<file path="config.mk">
export PLATFORM = sky130hd
export DESIGN_NAME = vlan_tag_strip_classifier_top_flat
export DESIGN_NICKNAME = d
export VERILOG_FILES = /design/src/sv/vtsc_pkg.sv /design/src/sv/vtsc_if.sv /design/src/sv/vtsc_fifo.sv /design/src/sv/vtsc_classify.sv /design/src/sv/vtsc_emit.sv /design/src/sv/vlan_tag_strip_classifier_top.sv /design/src/flat_wrapper.sv
export SDC_FILE = /design/constraint.sdc
export NUM_CORES = 1
export LEC_CHECK = 0
export BUFFER_PORTS_ARGS = -buffer_cell sky130_fd_sc_hd__buf_2
export CELL_PAD_IN_SITES_DETAIL_PLACEMENT = 1
export CELL_PAD_IN_SITES_GLOBAL_PLACEMENT = 1
export CORE_ASPECT_RATIO = 0.9
export CORE_UTILIZATION = 47
export CTS_CLUSTER_DIAMETER = 120
export DETAILED_ROUTE_END_ITERATION = 8
export PLACE_DENSITY_LB_ADDON = 0.3
export SETUP_SLACK_MARGIN = 0.1
export SLEW_MARGIN = 20
export SYNTH_ARGS = -nofsm -noshare
export SYNTH_HDL_FRONTEND = slang
export SYNTH_HIERARCHICAL = 1
export SYNTH_SLANG_ARGS = --single-unit
export TNS_END_PERCENT = 50
</file>
<file path="constraint.sdc">
create_clock -name clock -period 3.84 [get_ports clock]
set_input_delay 0.192 -clock clock [delete_from_list [all_inputs] [get_ports clock]]
set_output_delay 0.192 -clock clock [all_outputs]
set_load 0.005 [all_outputs]
</file>
<file path="src/sv/vtsc_pkg.sv">
// ----------------------------------------------------------------------------
// vtsc_pkg
// Types and constants shared by the vlan tag strip classifier modules.
// ----------------------------------------------------------------------------
package vtsc_pkg;

   localparam int unsigned HDR_DEPTH = 18;
   localparam int unsigned HDR_IDX_W = 5;

   localparam logic [15:0] TPID_8021Q = 16'h8100;

   // header byte positions
   localparam logic [HDR_IDX_W-1:0] IDX_ETYPE_HI = 5'd12;
   localparam logic [HDR_IDX_W-1:0] IDX_ETYPE_LO = 5'd13;
   localparam logic [HDR_IDX_W-1:0] IDX_TCI_HI   = 5'd14;
   localparam logic [HDR_IDX_W-1:0] IDX_TCI_LO   = 5'd15;
   localparam logic [HDR_IDX_W-1:0] IDX_AFTER_TAG = 5'd16;
   localparam logic [HDR_IDX_W-1:0] IDX_HDR_LAST = 5'd17;
   localparam logic [HDR_IDX_W-1:0] IDX_BEFORE_TAG = 5'd11;

   // register indexes
   localparam logic CSR_ACCEPT_MODE = 1'b0;
   localparam logic CSR_PORT_VID    = 1'b1;

   // accept_mode codes
   localparam logic [1:0] MODE_UNTAGGED_PRIO = 2'd0;
   localparam logic [1:0] MODE_TAGGED_ONLY   = 2'd1;
   localparam logic [1:0] MODE_ACCEPT_ALL    = 2'd2;

   localparam logic [11:0] PORT_VID_RESET = 12'd1;

   localparam int unsigned Q_DEPTH = 2;

   typedef enum logic [1:0] {
      CMD_BYTE,
      CMD_DROP,
      CMD_BURST
   } cmd_kind_type;

   // one command from the classifier to the emitter
   typedef struct packed {
      cmd_kind_type kind;
      logic [7:0]   data;
      logic         last;
      logic [11:0]  vid;
      logic         strip;     // burst skips the four tag bytes
      logic         full_hdr;  // burst covers 18 bytes, else 14
   } cmd_type;

   // emitter status back to the classifier
   typedef struct packed {
      logic                 burst_done;
      logic [HDR_IDX_W-1:0] rd_idx;
   } emit_stat_type;

endpackage

</file>
<file path="src/sv/vtsc_if.sv">
// ----------------------------------------------------------------------------
// vtsc_if
// Valid/ready channels for frame bytes in and classified results out.
// ----------------------------------------------------------------------------
interface vtsc_req_if;
   logic       valid;
   logic       ready;
   logic [7:0] in_byte;
   logic       in_last;

   modport source (output valid, output in_byte, output in_last, input ready);
   modport sink (input valid, input in_byte, input in_last, output ready);
endinterface

interface vtsc_rsp_if;
   logic        valid;
   logic        ready;
   logic [7:0]  out_byte;
   logic        out_last;
   logic [11:0] frame_vid;
   logic        dropped;

   modport source (output valid, output out_byte, output out_last, output frame_vid,
                   output dropped, input ready);
   modport sink (input valid, input out_byte, input out_last, input frame_vid,
                 input dropped, output ready);
endinterface

</file>
<file path="src/sv/vtsc_fifo.sv">
// ----------------------------------------------------------------------------
// vtsc_fifo
// Short command queue between the classifier and the emitter.
// ----------------------------------------------------------------------------
module vtsc_fifo
   import vtsc_pkg::*;
(
   input  logic    clock,
   input  logic    reset,
   input  logic    push,
   input  cmd_type push_cmd,
   output logic    full,
   input  logic    pop,
   output logic    empty,
   output cmd_type head_cmd
);

   localparam int unsigned PTR_W = (Q_DEPTH > 1) ? $clog2(Q_DEPTH) : 1;
   localparam int unsigned CNT_W = $clog2(Q_DEPTH + 1);

   cmd_type              entry_ff [Q_DEPTH];
   logic [PTR_W-1:0]     wr_ptr_ff, wr_ptr_in;
   logic [PTR_W-1:0]     rd_ptr_ff, rd_ptr_in;
   logic [CNT_W-1:0]     count_ff, count_in;

   assign full     = (count_ff == CNT_W'(Q_DEPTH));
   assign empty    = (count_ff == '0);
   assign head_cmd = entry_ff[rd_ptr_ff];

   function automatic logic [PTR_W-1:0] next_ptr(input logic [PTR_W-1:0] p);
      logic [PTR_W-1:0] r;
      if (p == PTR_W'(Q_DEPTH - 1)) begin
         r = '0;
      end else begin
         r = p + 1'b1;
      end
      return r;
   endfunction

   always_comb begin
      wr_ptr_in = wr_ptr_ff;
      rd_ptr_in = rd_ptr_ff;
      count_in  = count_ff;
      if (push && !full) begin
         wr_ptr_in = next_ptr(wr_ptr_ff);
      end
      if (pop && !empty) begin
         rd_ptr_in = next_ptr(rd_ptr_ff);
      end
      if ((push && !full) && !(pop && !empty)) begin
         count_in = count_ff + 1'b1;
      end else if (!(push && !full) && (pop && !empty)) begin
         count_in = count_ff - 1'b1;
      end
   end

   always_ff @(posedge clock) begin
      if (reset) begin
         wr_ptr_ff <= '0;
         rd_ptr_ff <= '0;
         count_ff  <= '0;
      end else begin
         wr_ptr_ff <= wr_ptr_in;
         rd_ptr_ff <= rd_ptr_in;
         count_ff  <= count_in;
      end
   end

   always_ff @(posedge clock) begin
      if (push && !full) begin
         entry_ff[wr_ptr_ff] <= push_cmd;
      end
   end

endmodule

</file>
<file path="src/sv/vtsc_classify.sv">
// ----------------------------------------------------------------------------
// vtsc_classify
// Front end: takes frame bytes, holds the header and decides each frame.
// ----------------------------------------------------------------------------
module vtsc_classify
   import vtsc_pkg::*;
(
   input  logic          clock,
   input  logic          reset,
   vtsc_req_if.sink      req_chan,
   input  logic          csr_write_en,
   input  logic          csr_index,
   input  logic [11:0]   csr_wdata,
   output logic          push,
   output cmd_type       push_cmd,
   input  logic          q_full,
   input  emit_stat_type emit_stat,
   output logic [7:0]    hdr_rd_data
);

   typedef enum logic [1:0] {
      PH_COLLECT,
      PH_PASS,
      PH_DROP
   } phase_type;

   phase_type              phase_ff, phase_in;
   logic [HDR_IDX_W-1:0]   count_ff, count_in;
   logic [11:0]            held_vid_ff, held_vid_in;
   logic                   busy_ff, busy_in;
   logic [1:0]             mode_ff;
   logic [11:0]            port_vid_ff;
   logic [7:0]             hdr_ff [HDR_DEPTH];

   logic                   accept;
   logic [HDR_IDX_W-1:0]   count_nxt;
   logic [7:0]             etype_lo;
   logic                   is_tagged;
   logic [11:0]            tag_vid;

   assign req_chan.ready = !q_full && !busy_ff;
   assign accept         = req_chan.valid && req_chan.ready;
   assign hdr_rd_data    = hdr_ff[emit_stat.rd_idx];

   assign count_nxt = count_ff + 1'b1;
   // the low ethertype byte is still on the input when the decision falls on it
   assign etype_lo  = (count_ff == IDX_ETYPE_LO) ? req_chan.in_byte : hdr_ff[IDX_ETYPE_LO];
   assign is_tagged = ({hdr_ff[IDX_ETYPE_HI], etype_lo} == TPID_8021Q);
   assign tag_vid   = {hdr_ff[IDX_TCI_HI][3:0], hdr_ff[IDX_TCI_LO]};

   always_comb begin
      phase_in    = phase_ff;
      count_in    = count_ff;
      held_vid_in = held_vid_ff;
      busy_in     = busy_ff;
      push        = 1'b0;
      push_cmd    = '{kind: CMD_BYTE, data: req_chan.in_byte, last: req_chan.in_last,
                      vid: held_vid_ff, strip: 1'b0, full_hdr: 1'b0};

      if (emit_stat.burst_done) begin
         busy_in = 1'b0;
      end

      if (accept) begin
         case (phase_ff)
            PH_PASS: begin
               push = 1'b1;
               if (req_chan.in_last) begin
                  phase_in = PH_COLLECT;
                  count_in = '0;
               end
            end
            PH_DROP: begin
               if (req_chan.in_last) begin
                  push          = 1'b1;
                  push_cmd.kind = CMD_DROP;
                  phase_in      = PH_COLLECT;
                  count_in      = '0;
               end
            end
            default: begin
               count_in = count_nxt;
               if (count_nxt < HDR_IDX_W'(IDX_ETYPE_LO + 1'b1) ||
                   (is_tagged && count_nxt < HDR_IDX_W'(HDR_DEPTH))) begin
                  // still short of a decision
                  if (req_chan.in_last) begin
                     push          = 1'b1;
                     push_cmd.kind = CMD_DROP;
                     count_in      = '0;
                  end
               end else if ((!is_tagged && mode_ff == MODE_TAGGED_ONLY) ||
                            (is_tagged && mode_ff == MODE_UNTAGGED_PRIO &&
                             tag_vid != '0)) begin
                  count_in = '0;
                  if (req_chan.in_last) begin
                     push          = 1'b1;
                     push_cmd.kind = CMD_DROP;
                  end else begin
                     phase_in = PH_DROP;
                  end
               end else begin
                  push              = 1'b1;
                  busy_in           = 1'b1;
                  count_in          = '0;
                  push_cmd.kind     = CMD_BURST;
                  push_cmd.full_hdr = is_tagged;
                  push_cmd.strip    = is_tagged && (tag_vid != '0);
                  push_cmd.vid      = (is_tagged && tag_vid != '0) ? tag_vid : port_vid_ff;
                  held_vid_in       = push_cmd.vid;
                  phase_in          = req_chan.in_last ? PH_COLLECT : PH_PASS;
               end
            end
         endcase
      end
   end

   always_ff @(posedge clock) begin
      if (reset) begin
         phase_ff    <= PH_COLLECT;
         count_ff    <= '0;
         held_vid_ff <= '0;
         busy_ff     <= 1'b0;
         mode_ff     <= MODE_ACCEPT_ALL;
         port_vid_ff <= PORT_VID_RESET;
      end else begin
         phase_ff    <= phase_in;
         count_ff    <= count_in;
         held_vid_ff <= held_vid_in;
         busy_ff     <= busy_in;
         if (csr_write_en) begin
            case (csr_index)
               CSR_ACCEPT_MODE: mode_ff     <= csr_wdata[1:0];
               CSR_PORT_VID:    port_vid_ff <= csr_wdata;
               default:         mode_ff     <= mode_ff;
            endcase
         end
      end
   end

   always_ff @(posedge clock) begin
      if (accept && phase_ff == PH_COLLECT && count_ff < HDR_IDX_W'(HDR_DEPTH)) begin
         hdr_ff[count_ff] <= req_chan.in_byte;
      end
   end

endmodule

</file>
<file path="src/sv/vtsc_emit.sv">
// ----------------------------------------------------------------------------
// vtsc_emit
// Back end: carries out queued commands and drives the result register.
// ----------------------------------------------------------------------------
module vtsc_emit
   import vtsc_pkg::*;
(
   input  logic          clock,
   input  logic          reset,
   input  logic          q_empty,
   input  cmd_type       head_cmd,
   output logic          pop,
   output emit_stat_type emit_stat,
   input  logic [7:0]    hdr_rd_data,
   vtsc_rsp_if.source    rsp_chan
);

   typedef enum logic {
      ST_IDLE,
      ST_BURST
   } state_type;

   state_type            state_ff, state_in;
   logic [HDR_IDX_W-1:0] idx_ff, idx_in;
   logic                 strip_ff, strip_in;
   logic                 full_ff, full_in;
   logic                 last_ff, last_in;
   logic [11:0]          vid_ff, vid_in;

   logic                 valid_ff, valid_in;
   logic [7:0]           byte_ff, byte_in;
   logic                 olast_ff, olast_in;
   logic [11:0]          ovid_ff, ovid_in;
   logic                 drop_ff, drop_in;

   logic                 advance;
   logic                 burst_done;
   logic [HDR_IDX_W-1:0] end_idx;

   assign advance  = !valid_ff || rsp_chan.ready;
   assign end_idx  = full_ff ? IDX_HDR_LAST : IDX_ETYPE_LO;

   assign emit_stat = '{burst_done: burst_done,
                        rd_idx:     (state_ff == ST_BURST) ? idx_ff : '0};

   assign rsp_chan.valid     = valid_ff;
   assign rsp_chan.out_byte  = byte_ff;
   assign rsp_chan.out_last  = olast_ff;
   assign rsp_chan.frame_vid = ovid_ff;
   assign rsp_chan.dropped   = drop_ff;

   always_comb begin
      state_in   = state_ff;
      idx_in     = idx_ff;
      strip_in   = strip_ff;
      full_in    = full_ff;
      last_in    = last_ff;
      vid_in     = vid_ff;
      valid_in   = valid_ff;
      byte_in    = byte_ff;
      olast_in   = olast_ff;
      ovid_in    = ovid_ff;
      drop_in    = drop_ff;
      pop        = 1'b0;
      burst_done = 1'b0;

      if (advance) begin
         valid_in = 1'b0;
         if (state_ff == ST_BURST) begin
            valid_in = 1'b1;
            byte_in  = hdr_rd_data;
            ovid_in  = vid_ff;
            drop_in  = 1'b0;
            olast_in = last_ff && (idx_ff == end_idx);
            if (idx_ff == end_idx) begin
               state_in   = ST_IDLE;
               burst_done = 1'b1;
            end else if (strip_ff && idx_ff == IDX_BEFORE_TAG) begin
               idx_in = IDX_AFTER_TAG;
            end else begin
               idx_in = idx_ff + 1'b1;
            end
         end else if (!q_empty) begin
            pop      = 1'b1;
            valid_in = 1'b1;
            case (head_cmd.kind)
               CMD_BYTE: begin
                  byte_in  = head_cmd.data;
                  olast_in = head_cmd.last;
                  ovid_in  = head_cmd.vid;
                  drop_in  = 1'b0;
               end
               CMD_BURST: begin
                  // header byte 0 goes out now, the rest one per cycle while rsp_chan is not stalled
                  byte_in  = hdr_rd_data;
                  olast_in = 1'b0;
                  ovid_in  = head_cmd.vid;
                  drop_in  = 1'b0;
                  state_in = ST_BURST;
                  idx_in   = HDR_IDX_W'(1);
                  strip_in = head_cmd.strip;
                  full_in  = head_cmd.full_hdr;
                  last_in  = head_cmd.last;
                  vid_in   = head_cmd.vid;
               end
               default: begin
                  byte_in  = '0;
                  olast_in = 1'b1;
                  ovid_in  = '0;
                  drop_in  = 1'b1;
               end
            endcase
         end
      end
   end

   always_ff @(posedge clock) begin
      if (reset) begin
         state_ff <= ST_IDLE;
         valid_ff <= 1'b0;
      end else begin
         state_ff <= state_in;
         valid_ff <= valid_in;
      end
      idx_ff   <= idx_in;
      strip_ff <= strip_in;
      full_ff  <= full_in;
      last_ff  <= last_in;
      vid_ff   <= vid_in;
      byte_ff  <= byte_in;
      olast_ff <= olast_in;
      ovid_ff  <= ovid_in;
      drop_ff  <= drop_in;
   end

endmodule

</file>
<file path="src/sv/vlan_tag_strip_classifier_top.sv">
// ----------------------------------------------------------------------------
// vlan_tag_strip_classifier_top
// 802.1Q tag strip and VLAN classification on an ingress byte stream.
// ----------------------------------------------------------------------------
// Frame bytes enter on req_chan one per transaction and leave on rsp_chan.
// The first 14 header bytes (18 for a tagged frame) are held until the frame
// is decided; the held header of an accepted frame is then sent out one byte
// per cycle while rsp_chan is not stalled, from the single header read port,
// and no new byte is taken until the header burst has gone out. After the
// decision the remaining bytes pass through one by one. A dropped frame gives
// one drop result at its last byte. The user must write accept_mode (index 0)
// and port_vid (index 1) on the csr_ port only while no frame is in flight;
// the block itself does not enforce this.
module vlan_tag_strip_classifier_top
   import vtsc_pkg::*;
(
   input  logic        clock,
   input  logic        reset,
   vtsc_req_if.sink    req_chan,
   vtsc_rsp_if.source  rsp_chan,
   input  logic        csr_write_en,
   input  logic        csr_index,
   input  logic [11:0] csr_wdata
);

   logic          push;
   cmd_type       push_cmd;
   logic          q_full;
   logic          q_empty;
   logic          pop;
   cmd_type       head_cmd;
   emit_stat_type emit_stat;
   logic [7:0]    hdr_rd_data;

   vtsc_classify u_classify (
      .clock        (clock),
      .reset        (reset),
      .req_chan     (req_chan),
      .csr_write_en (csr_write_en),
      .csr_index    (csr_index),
      .csr_wdata    (csr_wdata),
      .push         (push),
      .push_cmd     (push_cmd),
      .q_full       (q_full),
      .emit_stat    (emit_stat),
      .hdr_rd_data  (hdr_rd_data)
   );

   vtsc_fifo u_fifo (
      .clock    (clock),
      .reset    (reset),
      .push     (push),
      .push_cmd (push_cmd),
      .full     (q_full),
      .pop      (pop),
      .empty    (q_empty),
      .head_cmd (head_cmd)
   );

   vtsc_emit u_emit (
      .clock       (clock),
      .reset       (reset),
      .q_empty     (q_empty),
      .head_cmd    (head_cmd),
      .pop         (pop),
      .emit_stat   (emit_stat),
      .hdr_rd_data (hdr_rd_data),
      .rsp_chan    (rsp_chan)
   );

endmodule
</file>
<file path="src/flat_wrapper.sv">
// flat-port wrapper written by rule: the top's interface ports become plain ports
module vlan_tag_strip_classifier_top_flat import vtsc_pkg::*;
  (clock, reset, csr_write_en, csr_index, csr_wdata, req_chan_valid, req_chan_in_byte, req_chan_in_last, req_chan_ready, rsp_chan_valid, rsp_chan_out_byte, rsp_chan_out_last, rsp_chan_frame_vid, rsp_chan_dropped, rsp_chan_ready);
  vtsc_req_if req_chan_i ();
  vtsc_rsp_if rsp_chan_i ();
  input  logic clock;
  input  logic reset;
  input  logic csr_write_en;
  input  logic csr_index;
  input  logic [11:0] csr_wdata;
  input wire logic [$bits(req_chan_i.valid)-1:0] req_chan_valid;
  input wire logic [$bits(req_chan_i.in_byte)-1:0] req_chan_in_byte;
  input wire logic [$bits(req_chan_i.in_last)-1:0] req_chan_in_last;
  output wire logic [$bits(req_chan_i.ready)-1:0] req_chan_ready;
  output wire logic [$bits(rsp_chan_i.valid)-1:0] rsp_chan_valid;
  output wire logic [$bits(rsp_chan_i.out_byte)-1:0] rsp_chan_out_byte;
  output wire logic [$bits(rsp_chan_i.out_last)-1:0] rsp_chan_out_last;
  output wire logic [$bits(rsp_chan_i.frame_vid)-1:0] rsp_chan_frame_vid;
  output wire logic [$bits(rsp_chan_i.dropped)-1:0] rsp_chan_dropped;
  input wire logic [$bits(rsp_chan_i.ready)-1:0] rsp_chan_ready;
  assign req_chan_i.valid = req_chan_valid;
  assign req_chan_i.in_byte = req_chan_in_byte;
  assign req_chan_i.in_last = req_chan_in_last;
  assign req_chan_ready = req_chan_i.ready;
  assign rsp_chan_valid = rsp_chan_i.valid;
  assign rsp_chan_out_byte = rsp_chan_i.out_byte;
  assign rsp_chan_out_last = rsp_chan_i.out_last;
  assign rsp_chan_frame_vid = rsp_chan_i.frame_vid;
  assign rsp_chan_dropped = rsp_chan_i.dropped;
  assign rsp_chan_i.ready = rsp_chan_ready;
  vlan_tag_strip_classifier_top u_core (.clock(clock), .reset(reset), .req_chan(req_chan_i), .rsp_chan(rsp_chan_i), .csr_write_en(csr_write_en), .csr_index(csr_index), .csr_wdata(csr_wdata));
endmodule
</file>
==> flow_metrics.tcl <==
set metrics [dict create \
    status "complete, no violations" \
    start_util 0.480 \
    grt_usage 0.220 \
    cts_made_buffers 30 \
    maxSlewHeadroom 0.375 \
    synth_nets 783 \
    critPathBufInv 3 \
    dr.first_iter.drc_count 601 \
    firstDrtPassIters 5 \
    postCtsSetupRepairBufs 0 \
    die_width_um 171 \
    synth-seq-area-share 0.694 \
    netlist_instances 746 \
    crit_slowest_cell "dfxtp_1" \
    cellPowerDensity_nw_per_um2 584 \
    n_antenna_cell 0 \
    drv_slew 0 \
    cp_top_family "simple AND/OR/NAND/NOR gates" \
    cts_tree "yes" \
    fmax_ghz 0.280 \
    ir_drop_mv 0.416 \
    grt_max_degree 36 \
    clkTransAtPathRegs_ns 0.06 \
    drt-total-wl_mm 27.9 \
    antenna_found_initial 0 \
    grt_pass1_vias 7136 \
    critPathLaunchType "register" \
    dpl.hpwl_mm 18.8 \
    worst_pin_slew_ns 0.935 \
    cts-root-buf "clkbuf_16" \
    power.net_switching_uw 2080 \
    synth_most_common_cell "edfxtp_1" \
    crit_fanout 25 \
    grt-ovfl-total 0 \
    die_h_um 154 \
    setup_viol 0 \
    ys_warn_count 6 \
    rsz0062_at_grt "no" \
    synth_area_um2 12100 \
    dieArea_um2 26400 \
    fin_crit_ns 3.57 \
    final_hold_viol_count 0 \
    avgSynthCellArea_um2 16.2 \
    finish.net_count 855 \
    synth_area_leader_cell "edfxtp_1" \
    synthFlopType "edfxtp_1" \
    globalplace.congestion 0.796 \
    routed-via-count 6900 \
    hold_path_class "input port to register" \
    holdWs_ns 0.0410 \
    synth_edf_count 252 \
    ys_async_sr_fraction 0 \
    clk_latency_ns 0.54 \
    drive_gt1_frac 0.269 \
    combPwrFrac 0.175 \
    num_rows 55 \
    cts_buffer_depth 3 \
    io_buffers 50 \
    leakage_uw 0.00449 \
    cts_num_sinks 293 \
    crit_path_cell_trace "inv_1 > ha_1 > and3b_1 > o21ai_0 > nand2_1 > a21oi_1 > nand2_1 > a211oi_2 > inv_1 > or3_1 > clkinvlp_4" \
    pin_count 51 \
    syn_to_final_growth_pct 14.1 \
    cp.required_ns 4.01 \
    synthTopCellsByCount "252 x edfxtp_1, 51 x nand2_1, 48 x mux4_2, 45 x a21oi_1, 42 x nor2_1" \
    slowest_delay_ns 0.48 \
    yosysTopAreaCellShare 0.626 \
    routedWlPerCell_um 23.6 \
    power_frac_clock 0.332 \
    htreeDepth 1 \
    core-area_um2 25200 \
    drt_drc_violations_left 0 \
    p_sw_frac 0.258 \
    internal-power_uw 5980 \
    cap_viol_max_count 0 \
    crit_path_end_kind "register" \
    worst_ep_arrival_time_ns 3.74 \
    fin_tns_setup_ns 0 \
    min_period_over_period 0.931 \
    power_frac_seq 0.493 \
    yosys-top-cells-area "edfxtp_1 63%, mux4_2 8.9%, dfxtp_1 6.8%" \
    grt_pass1_wl_mm 43.0 \
    synth.distinct_cells 62 \
    clock_skew_ns 0.0129 \
    crit_type "register to register" \
    ys_seq_elements 293 \
    viasPerCell 5.83 \
    ant_nets 0 \
]
-- worst reg2reg max path: stages, from the launching register on --
cell	delay (ns)
dfxtp_1	0.48
inv_1	0.14
ha_1	0.40
and3b_1	0.21
o21ai_0	0.20
nand2_1	0.16
a21oi_1	0.24
nand2_1	0.10
a211oi_2	0.29
inv_1	0.12
or3_1	0.43
clkinvlp_4	0.43
-- final timing paths --
| path | from | to | slack (ns) | cells past startpoint |
|---|---|---|---|---|
| worst max register to register | u_core/u_classify/count_ff[1]$_SDFFE_PP0P_ | u_core/u_fifo/entry_ff[0][0]$_DFFE_PP_ | 0.27 | 11 |
| worst min register to register | u_core/u_classify/port_vid_ff[1]$_SDFFE_PP0P_ | u_core/u_classify/port_vid_ff[1]$_SDFFE_PP0P_ | 0.47 | 2 |
| worst min-delay path | req_chan_in_last | u_core/u_fifo/entry_ff[0][14]$_DFFE_PP_ | 0.04 | 1 |
| worst max-delay path | u_core/u_classify/count_ff[1]$_SDFFE_PP0P_ | u_core/u_fifo/entry_ff[0][0]$_DFFE_PP_ | 0.27 | 11 |
-- power by group through the flow --
stage               clock network (µW)  logic, µW  registers (µW)
floorplan                            0        896            4000
global placement                     0       1330            4020
detailed placement                   0       1380            4050
CTS                               2740       1400            3980
global route                      2840       1530            4000
finish                            2680       1410            3970
-- logic make-up after synthesis --
logic type,count (synthesis),synth area share
and+or+nand+nor,157,0.0654
muxes,83,0.122
AOI/OAI and AO/OA,137,0.0804
adders and majority gates,10,0.0103
DFF,293,0.694
xor gates and xnor gates,5,0.00362
buffers and inverters,61,0.0242
-- layout by cell type (no fill, tap or decap), types with 3 or more instances in the layout --
| master | n |
|---|---|
| a211oi_1 | 9 |
| a211oi_2 | 9 |
| a21o_1 | 3 |
| a21oi_1 | 44 |
| a22o_1 | 12 |
| a22oi_1 | 20 |
| and2_1 | 6 |
| and3_1 | 5 |
| buf_2 | 50 |
| buf_4 | 23 |
| clkbuf_1 | 7 |
| clkbuf_16 | 31 |
| clkinv_1 | 6 |
| clkinv_2 | 7 |
| dfxtp_1 | 41 |
| dlygate4sd3_1 | 13 |
| edfxtp_1 | 252 |
| ha_1 | 10 |
| inv_1 | 12 |
| mux2_2 | 33 |
| mux4_2 | 48 |
| nand2_1 | 51 |
| nand2b_1 | 6 |
| nand3_1 | 5 |
| nand3b_1 | 3 |
| nor2_1 | 41 |
| nor2b_1 | 5 |
| nor4_1 | 8 |
| o21ai_0 | 18 |
| or2_2 | 3 |
| or3_1 | 4 |
| or3b_2 | 3 |
| xor2_1 | 4 |
-- stage by stage --
stage          utilization  instances  total power (µW)  worst slack [ns]  cell area (µm²)
4_1_cts              0.547       1183              8130             0.168            13800
5_1_grt              0.548       1183              8370             0.103            13800
3_5_place_dp         0.506       1115              5430            0.0966            12700
2_1_floorplan            -        746              4900             0.148            12100
6_report             0.548       1183              8060             0.266            13800
3_3_place_gp         0.506       1115              5340             0.190            12700
-- area by class of cell --
type                    count  area, µm²
multi-input cells         392       3440
fillers                  2385      11400
flip-flops and latches    293       8390
repair buffers             87        573
inverters                  14       56.3
clock buffers              38        802
well taps                 342        428
clock inverters            17        109
-- registers in the layout, summed over array words and instances, names as in the netlist, 5 cells and up, named ones only --
signal	flops
u_core/u_classify/count_ff	5
u_core/u_classify/hdr_ff	160
u_core/u_classify/held_vid_ff	12
u_core/u_classify/port_vid_ff	12
u_core/u_emit/idx_ff	5
u_core/u_emit/rsp_chan.frame_vid	12
u_core/u_emit/rsp_chan.out_byte	8
u_core/u_emit/vid_ff	12
u_core/u_fifo/entry_ff	50
-- what timing repair did --
action / 4_1_cts / 5_1_grt
endpoints found under the setup margin: 0 / 25
hold endpoints to repair: 16 / 0
hold buffers: 13 / 0
resized for setup: 0 / 2
-- metal layers --
metal | GRT usage | part of all wire | wire length, µm | vias to the layer above
li1 | - | - | - | 3066
met1 | 0.320 | 0.46 | 12700 | 3604
met2 | 0.348 | 0.48 | 13400 | 201
met3 | 0.0288 | 0.044 | 1220 | 29
met4 | 0.0604 | 0.020 | 562 | 0
met5 | 0 | 0 | 0 | -
(Power assumes the default switching activity.)
